**src/mte_pkg.sv**
```systemverilog
// Shared types for the 4x4 matrix transform engine.
// Holds the command codes, controller states and the control bundle.
package mte_pkg;

  typedef enum logic [3:0] {
    CMD_WR_CUR = 4'd0,
    CMD_WR_OPD = 4'd1,
    CMD_READ   = 4'd2,
    CMD_XFORM  = 4'd3,
    CMD_MUL    = 4'd4,
    CMD_SCALE  = 4'd5,
    CMD_NEG    = 4'd6,
    CMD_IDENT  = 4'd7,
    CMD_TRANSP = 4'd8,
    CMD_INV    = 4'd9
  } cmd_t;

  typedef enum logic [2:0] {
    ST_IDLE,
    ST_EXEC,
    ST_MUL,
    ST_ACC,
    ST_COMMIT,
    ST_FIN
  } state_t;

  typedef struct packed {
    logic       capture;
    logic       exec;
    logic       mul_en;
    logic       acc_en;
    logic       first;
    logic       last;
    logic       commit;
    logic       finish;
    cmd_t       cmd;
    logic [3:0] o;
    logic [1:0] k;
  } ctl_t;

endpackage

```
**src/mte_ctrl.sv**
```systemverilog
// Sequencer of the matrix transform engine.
// Steps the MAC loops and the execute-state commands; uses mte_pkg.
module mte_ctrl
  import mte_pkg::*;
(
  input  logic       clk,
  input  logic       rst,
  input  logic       in_valid,
  input  logic [3:0] in_cmd,
  output logic       in_ready,
  input  logic       out_free,
  output ctl_t       ctl
);

  state_t     state, state_next;
  cmd_t       cmd_q, cmd_next;
  logic [3:0] o, o_next;
  logic [1:0] k, k_next;
  logic [1:0] kmax;
  logic [3:0] omax;
  logic       is_mac;

  always_ff @(posedge clk) begin
    if (rst) begin
      state <= ST_IDLE;
      cmd_q <= CMD_WR_CUR;
      o     <= '0;
      k     <= '0;
    end else begin
      state <= state_next;
      cmd_q <= cmd_next;
      o     <= o_next;
      k     <= k_next;
    end
  end

  always_comb begin
    kmax   = 2'd0;
    omax   = 4'd15;
    is_mac = 1'b0;
    case (cmd_q) inside
      CMD_XFORM, CMD_INV: begin
        kmax   = 2'd2;
        omax   = 4'd2;
        is_mac = 1'b1;
      end
      CMD_MUL: begin
        kmax   = 2'd3;
        is_mac = 1'b1;
      end
      CMD_SCALE: is_mac = 1'b1;
      default: ;
    endcase
  end

  always_comb begin
    state_next  = state;
    cmd_next    = cmd_q;
    o_next      = o;
    k_next      = k;
    in_ready    = 1'b0;
    ctl         = '0;
    ctl.cmd     = cmd_q;
    ctl.o       = o;
    ctl.k       = k;
    ctl.first   = (k == 2'd0);
    ctl.last    = (k == kmax);
    unique case (state)
      ST_IDLE: begin
        in_ready = 1'b1;
        ctl.cmd  = cmd_t'(in_cmd);
        if (in_valid) begin
          ctl.capture = 1'b1;
          cmd_next    = cmd_t'(in_cmd);
          o_next      = '0;
          k_next      = '0;
          case (cmd_t'(in_cmd)) inside
            CMD_XFORM, CMD_MUL, CMD_SCALE, CMD_INV: state_next = ST_MUL;
            default: state_next = ST_EXEC;
          endcase
        end
      end
      ST_EXEC: begin
        ctl.exec   = 1'b1;
        state_next = ST_FIN;
      end
      ST_MUL: begin
        ctl.mul_en = 1'b1;
        state_next = ST_ACC;
      end
      ST_ACC: begin
        ctl.acc_en = 1'b1;
        if (k == kmax) begin
          k_next = '0;
          if (o == omax) begin
            state_next = (cmd_q == CMD_MUL || cmd_q == CMD_INV) ? ST_COMMIT : ST_FIN;
          end else begin
            o_next     = o + 4'd1;
            state_next = ST_MUL;
          end
        end else begin
          k_next     = k + 2'd1;
          state_next = ST_MUL;
        end
      end
      ST_COMMIT: begin
        ctl.commit = 1'b1;
        state_next = ST_FIN;
      end
      ST_FIN: begin
        if (out_free) begin
          ctl.finish = 1'b1;
          state_next = ST_IDLE;
        end
      end
      default: state_next = ST_IDLE;
    endcase
    if (!is_mac && state == ST_ACC) state_next = ST_FIN;
  end

endmodule

```
**config.mk**
```make
export PLATFORM = sky130hd
export DESIGN_NAME = mte_ctrl
export DESIGN_NICKNAME = d
export VERILOG_FILES = /design/src/mte_pkg.sv /design/src/mte_ctrl.sv
export SDC_FILE = /design/constraint.sdc
export NUM_CORES = 1
export LEC_CHECK = 0
export BUFFER_PORTS_ARGS = -buffer_cell sky130_fd_sc_hd__buf_4
export CORE_UTILIZATION = 46
export CTS_BUF_LIST = sky130_fd_sc_hd__clkbuf_4 sky130_fd_sc_hd__clkbuf_8 sky130_fd_sc_hd__clkbuf_16
export CTS_CLUSTER_DIAMETER = 150
export DETAILED_ROUTE_END_ITERATION = 10
export PLACE_DENSITY = 0.74
export REMOVE_ABC_BUFFERS = 1
export SLEW_MARGIN = 20
export SYNTH_ARGS = -nofsm -noshare
export SYNTH_HDL_FRONTEND = slang
export SYNTH_SLANG_ARGS = --single-unit
```
**constraint.sdc**
```tcl
create_clock -name clk -period 1.94 [get_ports clk]
set_input_delay 0.194 -clock clk [delete_from_list [all_inputs] [get_ports clk]]
set_output_delay 0.194 -clock clk [all_outputs]
set_load 0.1 [all_outputs]
```
==> results_dict.tcl <==
set metrics [dict create \
    port_buffers 26 \
    fmax_mhz 513 \
    path_buf_inv 0 \
    dieArea_um2 2270 \
    synth_top_area_share_pct 27.1 \
    hold_viol_final 0 \
    area_growth_pct 37.5 \
    nFillCells 186 \
    grt_max_degree 17 \
    leakage_nw 0.598 \
    violations "setup timing" \
    tightestPinTransition_ns 0.300 \
    rsz0062_at_grt "yes" \
    ys_seq_elements 13 \
    drc 0 \
    vias 1027 \
    wirelength_mm 2.54 \
    yosysWarnings 0 \
    clock-root-buffer "clkbuf_4" \
    critical_path.top_delay_family "simple AND/OR/NAND/NOR gates" \
    clock_latency_ns 0.28 \
    grt_usage_pct 21.7 \
    path_cells "or4b_1 > or3_4 > and3_4 > o21ai_4 > mux2_4" \
    drive_gt1_share_pct 37.1 \
    endpoint "o[0]" \
    synth_area_per_cell_um2 7.74 \
    clk_pin_slew_worst_paths_ns 0.09 \
    ff2ff_path_depth 5 \
    synthCells 124 \
    path_depth 5 \
    min_path_type "input port to flip-flop" \
    cts.htree.levels 1 \
    period_minus_slack_ns 1.95 \
    firstDrtPassIters 4 \
    cts_buffers 3 \
    ys_seq_area_share_pct 27.1 \
    dp_hpwl_mm 1.82 \
    grt_antenna_before_repair 0 \
    clock-sinks 13 \
    critPathRequiredTime_ns 2.10 \
    final-setup-viol-count 1 \
    synthTopCellsByArea "dfxtp_1 (27%), nand2_1 (9.8%), a21oi_1 (4.7%)" \
    avgRoutedWirePerCell_um 13.6 \
    core_area_um2 1960 \
    drtAntennaViolNets 0 \
    holdWs_ns 0.175 \
    die_h_um 47.7 \
    finalMaxSlewViolations 0 \
    p_per_area_nw_per_um2 1070 \
    ir_drop_mv 0.596 \
    via_per_inst 5.52 \
    place.gp.congestion 0.817 \
    syn_area_um2 960 \
    grt_pass1_wl_mm 3.46 \
    place_ws_ns 0.0282 \
    clock_skew_ns 0.0131 \
    io_pins 27 \
    relSlewSlack_pct 79.8 \
    cts_tree "yes" \
    setup_slack_ns -0.0112 \
    endpoint_kind "flip-flop" \
    num_rows 16 \
    reg2reg_setup_slack_ns -0.01 \
    start_util_pct 48.9 \
    stdcell_count 186 \
    drtIter0Drc 22 \
    crit_type "flip-flop to flip-flop" \
    die_w_um 47.7 \
    r2r-start "o[3]" \
    final_net_count 170 \
    crit_path_top_delay_cell "or4b_1" \
    startpoint_type "flip-flop" \
    critPathArrivalTime_ns 2.11 \
    cpPeakStageDelay_ns 0.52 \
    path_max_fanout 4 \
    finalCritPeriodShare_pct 101 \
    dp_cells 179 \
    startpoint "o[3]" \
    clock_path_buffers 2 \
    grt_pass1_vias 813 \
    diodes 0 \
    status "complete, but fails checks" \
    grt_overflow 0 \
    yosysUniqueCellTypes 42 \
    rr_endpoint "o[0]" \
    maxCapViolCount 0 \
    synth_area_leader_cell "dfxtp_1" \
]
-- cells by family (layout without fill, tap and decap cells) --
family	count (synthesis)	in the layout	synth area share, %
flops	13	13	27.1
fa+ha+maj	2	2	2.61
xor+xnor	1	1	0.913
mux	4	4	4.69
simple gates	64	64	37.3
buf+inv	12	47	5.87
compound gates	28	28	21.5
-- registers in the layout, summed over array words and instances, names as in the netlist --
signal / cells
cmd_q: 4
o: 4
k: 2
state: 3
-- through the flow --
step | total power [W] | util (%) | area, um^2 | TNS (ns)
final | 0.00141 | 67.3 | 1320 | -0.0112
after global routing | 0.00147 | 67.3 | 1320 | -0.0718
after CTS | 0.00138 | 65.1 | 1280 | -0.00463
after detailed placement | 0.00117 | 61.7 | 1210 | 0
after global placement | 0.00116 | 61.7 | 1210 | 0
after floorplan | 0.000979 | - | 930 | -9.53
-- synth_stat cells --
cell,count
or2_2,1
o21ai_0,3
and4bb_1,1
and3_4,1
mux2i_1,3
a211o_1,1
dfxtp_1,13
nor3b_1,3
o32a_1,1
buf_6,1
mux2_4,1
and3_1,2
o2bb2ai_1,1
or4b_1,1
inv_2,2
a31oi_1,2
o22ai_2,1
ha_1,2
or3_1,4
or4b_4,1
nor3_1,1
o211ai_1,2
buf_2,3
o2111ai_1,1
xnor2_1,1
nand3_2,1
a21oi_1,9
a21boi_1,1
or3_2,1
nand2_1,25
o31ai_1,2
o21a_1,2
a32oi_2,1
nand3_1,5
inv_1,5
o21ai_4,1
nand3b_1,2
clkbuf_1,1
nor2_1,4
nand2b_1,5
nor4bb_1,1
nor2b_1,5
-- final cells by class --
type | instances | area (um^2) | area share, %
sequential | 13 | 272 | 20.6
timing repair buffer | 36 | 299 | 22.7
multi-input combinational | 99 | 654 | 49.6
clock buffer | 4 | 30.0 | 2.27
inverter | 7 | 31.3 | 2.37
tap | 27 | 33.8 | 2.56
-- worst min-delay path, cell delays in order --
cell and delay [ns]:
buf_4 0.13, nand2_1 0.05, a21oi_1 0.05
-- repair_timing --
item / in CTS / in global routing
resized for setup: 10 / 9
setup buffers: 1 / 2
endpoints found under the hold margin: 0 / 0
pin swaps: 1 / 3
hold buffers: 0 / 0
setup endpoints to repair: 2 / 4
-- how the worst min path moves through the flow --
stage | startpoint | endpoint | depth (start not counted)
after floorplan | rst | cmd_q[0] | 1
after global placement | in_cmd[3] | cmd_q[3] | 3
after detailed placement | in_cmd[3] | cmd_q[3] | 3
after CTS | in_cmd[3] | cmd_q[3] | 3
after global routing | in_cmd[3] | cmd_q[3] | 3
final | in_cmd[0] | cmd_q[0] | 3
-- where the power goes --
group          internal (W)  switching, W
clock             0.0000935     0.0000926
sequential         0.000292     0.0000378
combinational      0.000250      0.000646
-- cell usage in the layout, fill, tap and decap left out, types with 4 or more instances in the layout --
master | synthesis | routed
buf_4 | 0 | 33
nand2_1 | 25 | 24
a21oi_1 | 9 | 9
dfxtp_1 | 13 | 8
inv_1 | 5 | 5
nand3_1 | 5 | 5
nand2b_1 | 5 | 5
nor2b_1 | 5 | 5
nor2_1 | 4 | 4
clkbuf_4 | 0 | 4
-- routing by layer --
layer / track usage (%) / vias up / routed length, um
met3: 4.15 / 2 / 131
met4: 3.33 / 0 / 7
li1: - / 516 / -
met2: 42.5 / 27 / 1290
met5: 0 / - / 0
met1: 24.7 / 482 / 1110
(Power assumes the default switching activity.)
